--- config.mk ---
export PLATFORM = sky130hd
export DESIGN_NAME = rc4_feedback_stream_cipher
export DESIGN_NICKNAME = d
export VERILOG_FILES = /design/src/rtl/rc4fb_pkg.sv /design/src/rtl/rc4fb_ram.sv /design/src/rtl/rc4fb_ctrl.sv /design/src/rtl/rc4fb_dp.sv /design/src/rtl/rc4_feedback_stream_cipher.sv
export VERILOG_INCLUDE_DIRS = /design/src /design/src/rtl
export SDC_FILE = /design/constraint.sdc
export NUM_CORES = 2
export LEC_CHECK = 0
export BUFFER_PORTS_ARGS = -buffer_cell sky130_fd_sc_hd__buf_2
export CAP_MARGIN = 20
export CORE_AREA = 2 2 349 524
export DETAILED_ROUTE_END_ITERATION = 16
export DIE_AREA = 0 0 351 526
export PLACE_DENSITY = 0.75
export SKIP_LAST_GASP = 1
export SLEW_MARGIN = 25
export SYNTH_ARGS = -nofsm -noshare
export SYNTH_HDL_FRONTEND = slang
export SYNTH_SLANG_ARGS = --single-unit
--- constraint.sdc ---
create_clock -name clock -period 7.5 [get_ports clock]
set_input_delay 1.5 -clock clock [delete_from_list [all_inputs] [get_ports clock]]
set_output_delay 1.5 -clock clock [all_outputs]
set_load 0.01 [all_outputs]
--- src/rtl/rc4_feedback_stream_cipher_defines.svh ---
// ----------------------------------------------------------------------------
// rc4 feedback stream cipher assertion macros
// shared concurrent assertion forms for the rtl
// ----------------------------------------------------------------------------
`ifndef RC4_FEEDBACK_STREAM_CIPHER_DEFINES_SVH
`define RC4_FEEDBACK_STREAM_CIPHER_DEFINES_SVH

// same-cycle implication, disabled during reset
`define RC4FB_ASSERT_IMPL(lbl, clk, rst, ante, cons, msg) \
   lbl: assert property (@(posedge clk) disable iff (rst) (ante) |-> (cons)) \
      else $error(msg);

// implication with the consequent checked ##n after the antecedent, disabled during reset
`define RC4FB_ASSERT_AFTER(lbl, clk, rst, ante, n, cons, msg) \
   lbl: assert property (@(posedge clk) disable iff (rst) (ante) |-> ##n (cons)) \
      else $error(msg);

`endif

--- src/rtl/rc4fb_pkg.sv ---
// ----------------------------------------------------------------------------
// rc4fb_pkg
// shared constants, datapath operation codes and control structs
// ----------------------------------------------------------------------------
package rc4fb_pkg;

   localparam int BYTE_W            = 8;
   localparam int PERM_DEPTH        = 256;
   localparam int PERM_AW           = 8;
   localparam int DEF_MAX_KEY_BYTES = 32;

   localparam logic KIND_KEY  = 1'b0;
   localparam logic KIND_DATA = 1'b1;

   localparam logic DIR_DECRYPT = 1'b0;
   localparam logic DIR_ENCRYPT = 1'b1;

   typedef enum logic [3:0] {
      OP_IDLE,
      OP_KEY,
      OP_DATA_START,
      OP_DATA_J,
      OP_DATA_SWAP,
      OP_DATA_OUT,
      OP_DATA_HOLD,
      OP_FILL,
      OP_MIX_RD,
      OP_MIX_J,
      OP_MIX_SW,
      OP_MIX_WR,
      OP_FB_LD
   } dp_op_type;

   typedef struct packed {
      dp_op_type op;
      logic      load_rsp;
   } dp_cmd_type;

   typedef struct packed {
      logic k_last;
      logic rsp_busy;
   } dp_status_type;

endpackage

--- src/rtl/rc4fb_ram.sv ---
// ----------------------------------------------------------------------------
// rc4fb_ram
// generic one-write one-read ram, registered read returning old data
// ----------------------------------------------------------------------------
module rc4fb_ram #(
   parameter int WIDTH = 8,
   parameter int DEPTH = 256,
   localparam int AW   = (DEPTH > 1) ? $clog2(DEPTH) : 1
) (
   input  logic             clock,
   input  logic             we,
   input  logic [AW-1:0]    waddr,
   input  logic [WIDTH-1:0] wdata,
   input  logic [AW-1:0]    raddr,
   output logic [WIDTH-1:0] rdata
);

   logic [WIDTH-1:0] mem_ff [0:DEPTH-1];
   logic [WIDTH-1:0] rdata_ff;

   always_ff @(posedge clock) begin
      if (we) begin
         mem_ff[waddr] <= wdata;
      end
      rdata_ff <= mem_ff[raddr];
   end

   assign rdata = rdata_ff;

endmodule

--- src/rtl/rc4fb_ctrl.sv ---
// ----------------------------------------------------------------------------
// rc4fb_ctrl
// sequencer for table init, key schedule and per-byte cipher steps
// ----------------------------------------------------------------------------
module rc4fb_ctrl
   import rc4fb_pkg::*;
(
   input  logic          clock,
   input  logic          reset,
   input  logic          req_valid,
   input  logic          req_kind,
   input  logic          req_last,
   output logic          req_ready,
   input  dp_status_type status,
   output dp_cmd_type    cmd
);

   typedef enum logic [3:0] {
      ST_INIT,
      ST_IDLE,
      ST_DATA_J,
      ST_DATA_SWAP,
      ST_DATA_OUT,
      ST_DATA_HOLD,
      ST_SCHED_FILL,
      ST_MIX_RD,
      ST_MIX_J,
      ST_MIX_SW,
      ST_MIX_WR,
      ST_FB_LD
   } state_type;

   state_type state_ff, state_in;
   logic      fire;

   assign req_ready = (state_ff == ST_IDLE);
   assign fire      = req_valid && req_ready;

   always_comb begin
      state_in     = state_ff;
      cmd.op       = OP_IDLE;
      cmd.load_rsp = 1'b0;
      case (state_ff)
         ST_INIT: begin
            cmd.op = OP_FILL;
            if (status.k_last) state_in = ST_IDLE;
         end
         ST_IDLE: begin
            if (fire) begin
               if (req_kind == KIND_DATA) begin
                  cmd.op   = OP_DATA_START;
                  state_in = ST_DATA_J;
               end else begin
                  cmd.op = OP_KEY;
                  if (req_last) state_in = ST_SCHED_FILL;
               end
            end
         end
         ST_DATA_J: begin
            cmd.op   = OP_DATA_J;
            state_in = ST_DATA_SWAP;
         end
         ST_DATA_SWAP: begin
            cmd.op   = OP_DATA_SWAP;
            state_in = ST_DATA_OUT;
         end
         ST_DATA_OUT: begin
            cmd.op       = OP_DATA_OUT;
            cmd.load_rsp = !status.rsp_busy;
            state_in     = status.rsp_busy ? ST_DATA_HOLD : ST_IDLE;
         end
         ST_DATA_HOLD: begin
            cmd.op       = OP_DATA_HOLD;
            cmd.load_rsp = !status.rsp_busy;
            state_in     = status.rsp_busy ? ST_DATA_HOLD : ST_IDLE;
         end
         ST_SCHED_FILL: begin
            cmd.op = OP_FILL;
            if (status.k_last) state_in = ST_MIX_RD;
         end
         ST_MIX_RD: begin
            cmd.op   = OP_MIX_RD;
            state_in = ST_MIX_J;
         end
         ST_MIX_J: begin
            cmd.op   = OP_MIX_J;
            state_in = ST_MIX_SW;
         end
         ST_MIX_SW: begin
            cmd.op   = OP_MIX_SW;
            state_in = ST_MIX_WR;
         end
         ST_MIX_WR: begin
            cmd.op   = OP_MIX_WR;
            state_in = status.k_last ? ST_FB_LD : ST_MIX_RD;
         end
         ST_FB_LD: begin
            cmd.op   = OP_FB_LD;
            state_in = ST_IDLE;
         end
         default: begin
            state_in = ST_INIT;
         end
      endcase
   end

   always_ff @(posedge clock) begin
      if (reset) begin
         state_ff <= ST_INIT;
      end else begin
         state_ff <= state_in;
      end
   end

endmodule

--- src/rtl/rc4fb_dp.sv ---
// ----------------------------------------------------------------------------
// rc4fb_dp
// permutation and key memories, indices, feedback and result register
// ----------------------------------------------------------------------------
`include "rc4_feedback_stream_cipher_defines.svh"

module rc4fb_dp
   import rc4fb_pkg::*;
#(
   parameter int MAX_KEY_BYTES = DEF_MAX_KEY_BYTES,
   localparam int KAW = (MAX_KEY_BYTES > 1) ? $clog2(MAX_KEY_BYTES) : 1,
   localparam int KCW = $clog2(MAX_KEY_BYTES + 1)
) (
   input  logic              clock,
   input  logic              reset,
   input  dp_cmd_type        cmd,
   output dp_status_type     status,
   input  logic [BYTE_W-1:0] req_in_byte,
   input  logic              csr_we,
   input  logic              csr_direction,
   output logic              rsp_valid,
   input  logic              rsp_ready,
   output logic [BYTE_W-1:0] rsp_out_byte
);

   logic [KCW-1:0]     count_ff, count_in;
   logic [KCW-1:0]     kidx_ff, kidx_in;
   logic [KCW-1:0]     kidx_inc;
   logic [PERM_AW-1:0] k_ff, k_in;
   logic [BYTE_W-1:0]  i_ff, i_in;
   logic [BYTE_W-1:0]  j_ff, j_in;
   logic [BYTE_W-1:0]  fb_ff, fb_in;
   logic               dir_ff, dir_in;
   logic               rsp_valid_ff, rsp_valid_in;
   logic [BYTE_W-1:0]  ti_ff, ti_in;
   logic [BYTE_W-1:0]  tj_ff, tj_in;
   logic [BYTE_W-1:0]  byte_ff, byte_in;
   logic [BYTE_W-1:0]  ks_ff, ks_in;
   logic [BYTE_W-1:0]  out_ff, out_in;

   logic               t_we;
   logic [PERM_AW-1:0] t_waddr, t_raddr;
   logic [BYTE_W-1:0]  t_wdata, t_rdata;
   logic               key_we;
   logic [KAW-1:0]     key_waddr, key_raddr;
   logic [BYTE_W-1:0]  key_rdata;

   logic [BYTE_W-1:0]  i_inc, j_data, mix_j, ks_sum, ks_bypass, ks_sel, result;
   logic               key_room;

   rc4fb_ram #(.WIDTH(BYTE_W), .DEPTH(PERM_DEPTH)) u_perm (
      .clock (clock),
      .we    (t_we),
      .waddr (t_waddr),
      .wdata (t_wdata),
      .raddr (t_raddr),
      .rdata (t_rdata)
   );

   rc4fb_ram #(.WIDTH(BYTE_W), .DEPTH(MAX_KEY_BYTES)) u_key (
      .clock (clock),
      .we    (key_we),
      .waddr (key_waddr),
      .wdata (req_in_byte),
      .raddr (key_raddr),
      .rdata (key_rdata)
   );

   assign i_inc    = i_ff + 8'd1;
   assign j_data   = j_ff + t_rdata;
   assign mix_j    = j_ff + key_rdata + t_rdata;
   assign kidx_inc = kidx_ff + KCW'(1);
   assign key_room = (count_ff < KCW'(MAX_KEY_BYTES));

   // the keystream read was issued before both swap writes had landed
   assign ks_sum    = ti_ff + tj_ff;
   assign ks_bypass = (ks_sum == i_ff) ? tj_ff :
                      (ks_sum == j_ff) ? ti_ff : t_rdata;
   assign ks_sel    = (cmd.op == OP_DATA_OUT) ? ks_bypass : ks_ff;
   assign result    = byte_ff ^ ks_sel ^ fb_ff;

   assign status.k_last   = (k_ff == {PERM_AW{1'b1}});
   assign status.rsp_busy = rsp_valid_ff && !rsp_ready;

   always_comb begin
      t_we      = 1'b0;
      t_waddr   = k_ff;
      t_wdata   = k_ff;
      t_raddr   = i_inc;
      key_we    = 1'b0;
      key_waddr = count_ff[KAW-1:0];
      key_raddr = kidx_ff[KAW-1:0];
      count_in  = count_ff;
      kidx_in   = kidx_ff;
      k_in      = k_ff;
      i_in      = i_ff;
      j_in      = j_ff;
      fb_in     = fb_ff;
      ti_in     = ti_ff;
      tj_in     = tj_ff;
      byte_in   = byte_ff;
      ks_in     = ks_ff;
      case (cmd.op)
         OP_KEY: begin
            if (key_room) begin
               key_we   = 1'b1;
               count_in = count_ff + KCW'(1);
            end
         end
         OP_FILL: begin
            t_we = 1'b1;
            k_in = k_ff + 8'd1;
            j_in = '0;
         end
         OP_MIX_RD: begin
            t_raddr = k_ff;
         end
         OP_MIX_J: begin
            ti_in   = t_rdata;
            j_in    = mix_j;
            t_raddr = mix_j;
         end
         OP_MIX_SW: begin
            t_we    = 1'b1;
            t_wdata = t_rdata;
         end
         OP_MIX_WR: begin
            t_we      = 1'b1;
            t_waddr   = j_ff;
            t_wdata   = ti_ff;
            k_in      = k_ff + 8'd1;
            kidx_in   = (kidx_inc == count_ff) ? '0 : kidx_inc;
            key_raddr = '0;
         end
         OP_FB_LD: begin
            fb_in    = key_rdata;
            i_in     = '0;
            j_in     = '0;
            count_in = '0;
            kidx_in  = '0;
         end
         OP_DATA_START: begin
            byte_in = req_in_byte;
            i_in    = i_inc;
         end
         OP_DATA_J: begin
            ti_in   = t_rdata;
            j_in    = j_data;
            t_raddr = j_data;
         end
         OP_DATA_SWAP: begin
            tj_in   = t_rdata;
            t_we    = 1'b1;
            t_waddr = i_ff;
            t_wdata = t_rdata;
            t_raddr = ti_ff + t_rdata;
         end
         OP_DATA_OUT: begin
            t_we    = 1'b1;
            t_waddr = j_ff;
            t_wdata = ti_ff;
            ks_in   = ks_bypass;
         end
         default: begin
         end
      endcase

      rsp_valid_in = rsp_valid_ff;
      out_in       = out_ff;
      if (cmd.load_rsp) begin
         rsp_valid_in = 1'b1;
         out_in       = result;
         fb_in        = fb_ff ^ ((dir_ff == DIR_ENCRYPT) ? byte_ff : result);
      end else if (rsp_ready) begin
         rsp_valid_in = 1'b0;
      end

      dir_in = csr_we ? csr_direction : dir_ff;
   end

   always_ff @(posedge clock) begin
      if (reset) begin
         count_ff     <= '0;
         kidx_ff      <= '0;
         k_ff         <= '0;
         i_ff         <= '0;
         j_ff         <= '0;
         fb_ff        <= '0;
         dir_ff       <= DIR_DECRYPT;
         rsp_valid_ff <= 1'b0;
      end else begin
         count_ff     <= count_in;
         kidx_ff      <= kidx_in;
         k_ff         <= k_in;
         i_ff         <= i_in;
         j_ff         <= j_in;
         fb_ff        <= fb_in;
         dir_ff       <= dir_in;
         rsp_valid_ff <= rsp_valid_in;
      end
   end

   always_ff @(posedge clock) begin
      ti_ff   <= ti_in;
      tj_ff   <= tj_in;
      byte_ff <= byte_in;
      ks_ff   <= ks_in;
      out_ff  <= out_in;
   end

   assign rsp_valid    = rsp_valid_ff;
   assign rsp_out_byte = out_ff;

   `RC4FB_ASSERT_IMPL(a_load_when_free, clock, reset, cmd.load_rsp,
      !(rsp_valid_ff && !rsp_ready), "result loaded over an untaken result")
   `RC4FB_ASSERT_AFTER(a_data_latency, clock, reset, cmd.op == OP_DATA_START, 3,
      cmd.op == OP_DATA_OUT, "data item did not reach the output step")
   `RC4FB_ASSERT_IMPL(a_sched_complete, clock, reset, cmd.op == OP_FB_LD,
      k_ff == '0, "key schedule ended before all table entries were mixed")
   `RC4FB_ASSERT_IMPL(a_kidx_range, clock, reset, cmd.op == OP_MIX_RD,
      kidx_ff < count_ff, "key index outside the loaded key")

endmodule

--- src/rtl/rc4_feedback_stream_cipher.sv ---
// ----------------------------------------------------------------------------
// rc4_feedback_stream_cipher
// rc4-style byte stream cipher with plaintext feedback, top level
// ----------------------------------------------------------------------------
//  channel | ports                                     | moves
//  --------+-------------------------------------------+--------------------------
//  req     | req_valid/ready, kind, in_byte, last      | key or data item in
//  rsp     | rsp_valid/ready, out_byte                 | one item per data item
//  csr     | csr_valid/ready, direction                | direction register write
//
// a data item's result is loaded into the output register in ST_DATA_OUT, or in
// ST_DATA_HOLD while an earlier result stalls; no new item is taken before that
// load, as the single read port of the permutation memory orders the steps (read
// i, read j, swap, keystream read). the final key item then runs the identity fill
// of all 256 entries, a mix step per entry and the feedback load. after reset that
// identity fill runs with req_ready low; csr writes are always taken. a stalled
// result sits in the output register while the next item is accepted.
module rc4_feedback_stream_cipher
   import rc4fb_pkg::*;
#(
   parameter int MAX_KEY_BYTES = DEF_MAX_KEY_BYTES
) (
   input  logic              clock,
   input  logic              reset,
   input  logic              req_valid,
   output logic              req_ready,
   input  logic              req_kind,
   input  logic [BYTE_W-1:0] req_in_byte,
   input  logic              req_last,
   output logic              rsp_valid,
   input  logic              rsp_ready,
   output logic [BYTE_W-1:0] rsp_out_byte,
   input  logic              csr_valid,
   output logic              csr_ready,
   input  logic              csr_direction
);

   dp_cmd_type    cmd;
   dp_status_type status;

   assign csr_ready = 1'b1;

   rc4fb_ctrl u_ctrl (
      .clock     (clock),
      .reset     (reset),
      .req_valid (req_valid),
      .req_kind  (req_kind),
      .req_last  (req_last),
      .req_ready (req_ready),
      .status    (status),
      .cmd       (cmd)
   );

   rc4fb_dp #(.MAX_KEY_BYTES(MAX_KEY_BYTES)) u_dp (
      .clock         (clock),
      .reset         (reset),
      .cmd           (cmd),
      .status        (status),
      .req_in_byte   (req_in_byte),
      .csr_we        (csr_valid && csr_ready),
      .csr_direction (csr_direction),
      .rsp_valid     (rsp_valid),
      .rsp_ready     (rsp_ready),
      .rsp_out_byte  (rsp_out_byte)
   );

endmodule

==> results.py <==
metrics = {
    "run_status": {
        "status": "finished clean",
    },
    "critical_path": {
        "setup.worst_path.start_class": "flip-flop",
        "slowest_stage": "nor2_1",
        "critPathLaunch": "u_dp.u_perm.rdata[0]$_DFF_P_",
        "cp_top_family": "compound AO/OA/AOI/OAI gates",
        "critPathMostFrequentCell": "inv_1",
        "required_ns": 8.25,
        "worstReg2RegStart": "u_dp.u_perm.rdata[0]$_DFF_P_",
        "critPathBufInv": 4,
        "cp-end-kind": "flip-flop",
        "reg2reg_slack_ns": 1.14,
        "slowest_delay_ns": 0.81,
        "cp_max_fo": 67,
        "arrival_ns": 7.11,
        "regToRegEndpoint": "u_dp.u_perm.rdata[0]$_DFF_P_",
        "cp_cell_sequence": "inv_1, fa_1, inv_1, ha_1, inv_1, fa_1, nand2b_1, a21oi_1, xnor2_1, o32a_1, a31oi_4, buf_12, nand2_1, nor2_1, a31oi_1, a31oi_1, or4_1",
        "reg2reg_depth": 17,
        "path_class": "reg2reg",
    },
    "layout": {
        "post-route-cell-area_mm2": 0.108,
        "finalNetCount": 7438,
        "n_fill_cell": 13184,
        "area_delta_synth_final_pct": 9.50,
        "multi_input_area_mm2": 0.0250,
        "top_register": "u_dp.u_perm.mem_ff",
        "seqCellArea_mm2": 0.0716,
        "reg.largest.list": "u_dp.u_perm.mem_ff x2048, u_dp.u_key.mem_ff x256",
        "drive_gt1_frac": 0.0771,
        "largest_register_ffs": 2048,
        "stdcell_count": 9955,
    },
    "timing": {
        "fin_ws_ns": 1.14,
        "fin_skew_ns": 0.0529,
        "tns_ns": 0,
        "hold_violations": 0,
        "timing.final.crit_share": 0.848,
        "fmax_mhz": 157,
        "period_needed_ns": 6.36,
        "finalSetupViolCount": 0,
        "drv_slew": 0,
        "rsz0062_at_grt": "no",
        "slew-limit-headroom": 0.170,
        "tightest_slew_ns": 1.23,
        "hold-worst-slack_ns": 0.474,
    },
    "power_and_ir_drop": {
        "leakage_nw": 36.4,
        "switching_power_mw": 13.7,
        "p_seq_frac": 0.415,
        "combPwrFrac": 0.306,
        "internal_power_mw": 25.3,
        "pwr-share-clk": 0.279,
        "switching_share": 0.352,
        "ir_drop_v": 0.000320,
        "cellPowerDensity_mw_per_mm2": 361,
    },
    "cts": {
        "cts_tree": "yes",
        "clock-sinks": 2410,
        "ctsHtreeMaxLevel": 4,
        "ctsRootBufferMaster": "clkbuf_16",
        "cts_resized": 0,
        "post_cts_buffers": 0,
        "holdBufCountCts": 0,
        "clkSlewWorstSetupHoldPaths_ns": 0.07,
        "cts_buffer_depth": 4,
        "clock_latency_ns": 0.87,
        "cts_buffers": 209,
    },
    "placed_design": {
        "dpl_worst_slack_ns": 1.38,
        "hpwl_mm": 168,
        "placed_cells": 9576,
        "placed_cell_area_mm2": 0.101,
        "routabilityCongestion": 1.01,
        "port_buffers": 25,
    },
    "synth": {
        "ys_types": 87,
        "synth_area_leader_cell": "edfxtp_1",
        "synth.most_common_cell": "edfxtp_1",
        "avgSynthCellArea_um2": 13.2,
        "synth.ff_latch_count": 2410,
        "synth.area.top_cells": "edfxtp_1 (71%), nand2_1 (6.9%), nand3_1 (1.9%), nor2_1 (1.9%), and3_1 (1.6%)",
        "syn_inst": 7498,
        "async_reset_ff_frac": 0,
        "synthesis.nets": 7559,
        "seq_area_frac_synth": 0.725,
        "synth_top_area_frac": 0.710,
        "synth_ff_type": "edfxtp_1",
        "synth_edf_count": 2336,
        "netlist_top_cells_count": "edfxtp_1 (2336), nand2_1 (1809), nor2_1 (496)",
        "synth_warnings": 0,
        "synthesis.area_mm2": 0.0987,
    },
    "worst_hold_path": {
        "min_from": "u_dp.kidx_ff[5]$_SDFFE_PP0P_",
        "holdPathStages": 2,
        "hold_end": "u_dp.kidx_ff[5]$_SDFFE_PP0P_",
        "hp-class": "reg2reg",
    },
    "drt": {
        "viasPerCell": 6.37,
        "drtIter0Drc": 8245,
        "ant_nets": 0,
        "drc_errors": 0,
        "drt_wl_total_mm": 271,
        "firstDrtPassIters": 8,
        "vias": 63436,
        "avgRoutedWirePerCell_um": 27.2,
    },
    "floorplan": {
        "io_pins": 27,
        "die_area_mm2": 0.185,
        "start_util": 0.549,
        "die_y_um": 526,
        "fp.dieW_um": 351,
        "rows": 191,
        "core-area_mm2": 0.180,
    },
    "global_routing": {
        "antenna_found_initial": 6,
        "grt_use_total": 0.290,
        "grt_max_degree": 175,
        "grt_pass1_wl_mm": 398,
        "grt_pass1_vias": 61497,
        "grt.overflow.total": 0,
    },
    "flow_run": {
        "max-cap-violations": 0,
    },
}
## layout make-up
cell class                 instances  area share
clock buffer                     248      0.0510
inverter                          39     0.00191
tap                             2412      0.0279
clock inverter                   125      0.0121
multi-input combinational       4555       0.231
antenna                            4   0.0000926
sequential                      2410       0.663
timing repair buffer             162      0.0133
## worst register-to-register path: stages, from the launching register on
cell      delay [ns]
dfxtp_1         0.53
inv_1           0.11
fa_1            0.39
inv_1           0.07
ha_1            0.20
inv_1           0.08
fa_1            0.45
nand2b_1        0.18
a21oi_1         0.17
xnor2_1         0.10
o32a_1          0.23
a31oi_4         0.65
buf_12          0.41
nand2_1         0.42
nor2_1          0.81
a31oi_1         0.33
a31oi_1         0.78
or4_1           0.35
## stage by stage
stage / utilization / power (mW)
finish: 0.601 / 39.0
global route: 0.601 / 40.2
CTS: 0.600 / 38.7
detailed placement: 0.562 / 28.0
global placement: 0.562 / 27.8
floorplan: - / 23.9
## cell families (layout without fill, tap and decap cells)
kind of cell             Yosys count  count (layout)  share of synthesized area
AND/OR/NAND/NOR                 3117            3117                      0.135
flip-flops                      2410            2410                      0.725
AO/OA/AOI/OAI                   1118            1118                     0.0786
buffers and inverters            533             574                     0.0231
multiplexers                     189             189                     0.0235
XOR/XNOR                          84              84                    0.00773
adder cells (fa/ha/maj)           46              46                    0.00664
other                              1               5                  0.0000380
## routing by layer
metal | global-route usage | vias to the layer above | wire length (um)
met4 | 0.204 | 4 | 22600
met1 | 0.342 | 31103 | 90300
met5 | 0 | - | 26
met2 | 0.488 | 3705 | 135000
met3 | 0.0425 | 890 | 22800
li1 | - | 27734 | -
## power by group through the flow
stage               Clock, mW  Combinational (mW)  Sequential [mW]
finish                   10.9                11.9             16.2
CTS                      10.9                11.7             16.2
detailed placement          0                11.6             16.4
floorplan                   0                7.32             16.5
global placement            0                11.4             16.4
global route             11.4                12.6             16.2
## cells in the final DEF, fill, tap and decap left out, types with 138 or more instances in the layout
master / n
clkbuf_16: 209
a31oi_1: 217
nand2_1: 1800
nor2_1: 489
edfxtp_1: 2336
and3_1: 255
a211oi_1: 162
nand3_1: 373
mux2i_1: 143
a21oi_1: 138
## worst max-delay path by stage
stage | endpoint | slack, ns | cells after the start
5_1_grt | u_dp.u_perm.rdata[3]$_DFF_P_ | 1.17 | 17
3_3_place_gp | u_dp.u_perm.rdata[4]$_DFF_P_ | 1.25 | 16
3_5_place_dp | u_dp.u_perm.rdata[3]$_DFF_P_ | 1.38 | 16
6_report | u_dp.u_perm.rdata[0]$_DFF_P_ | 1.14 | 17
4_1_cts | u_dp.u_perm.rdata[3]$_DFF_P_ | 1.35 | 16
2_1_floorplan | u_dp.u_perm.mem_ff[0][0]$_DFFE_PP_ | 2.07 | 8
Power figures use the tool's default switching activity.
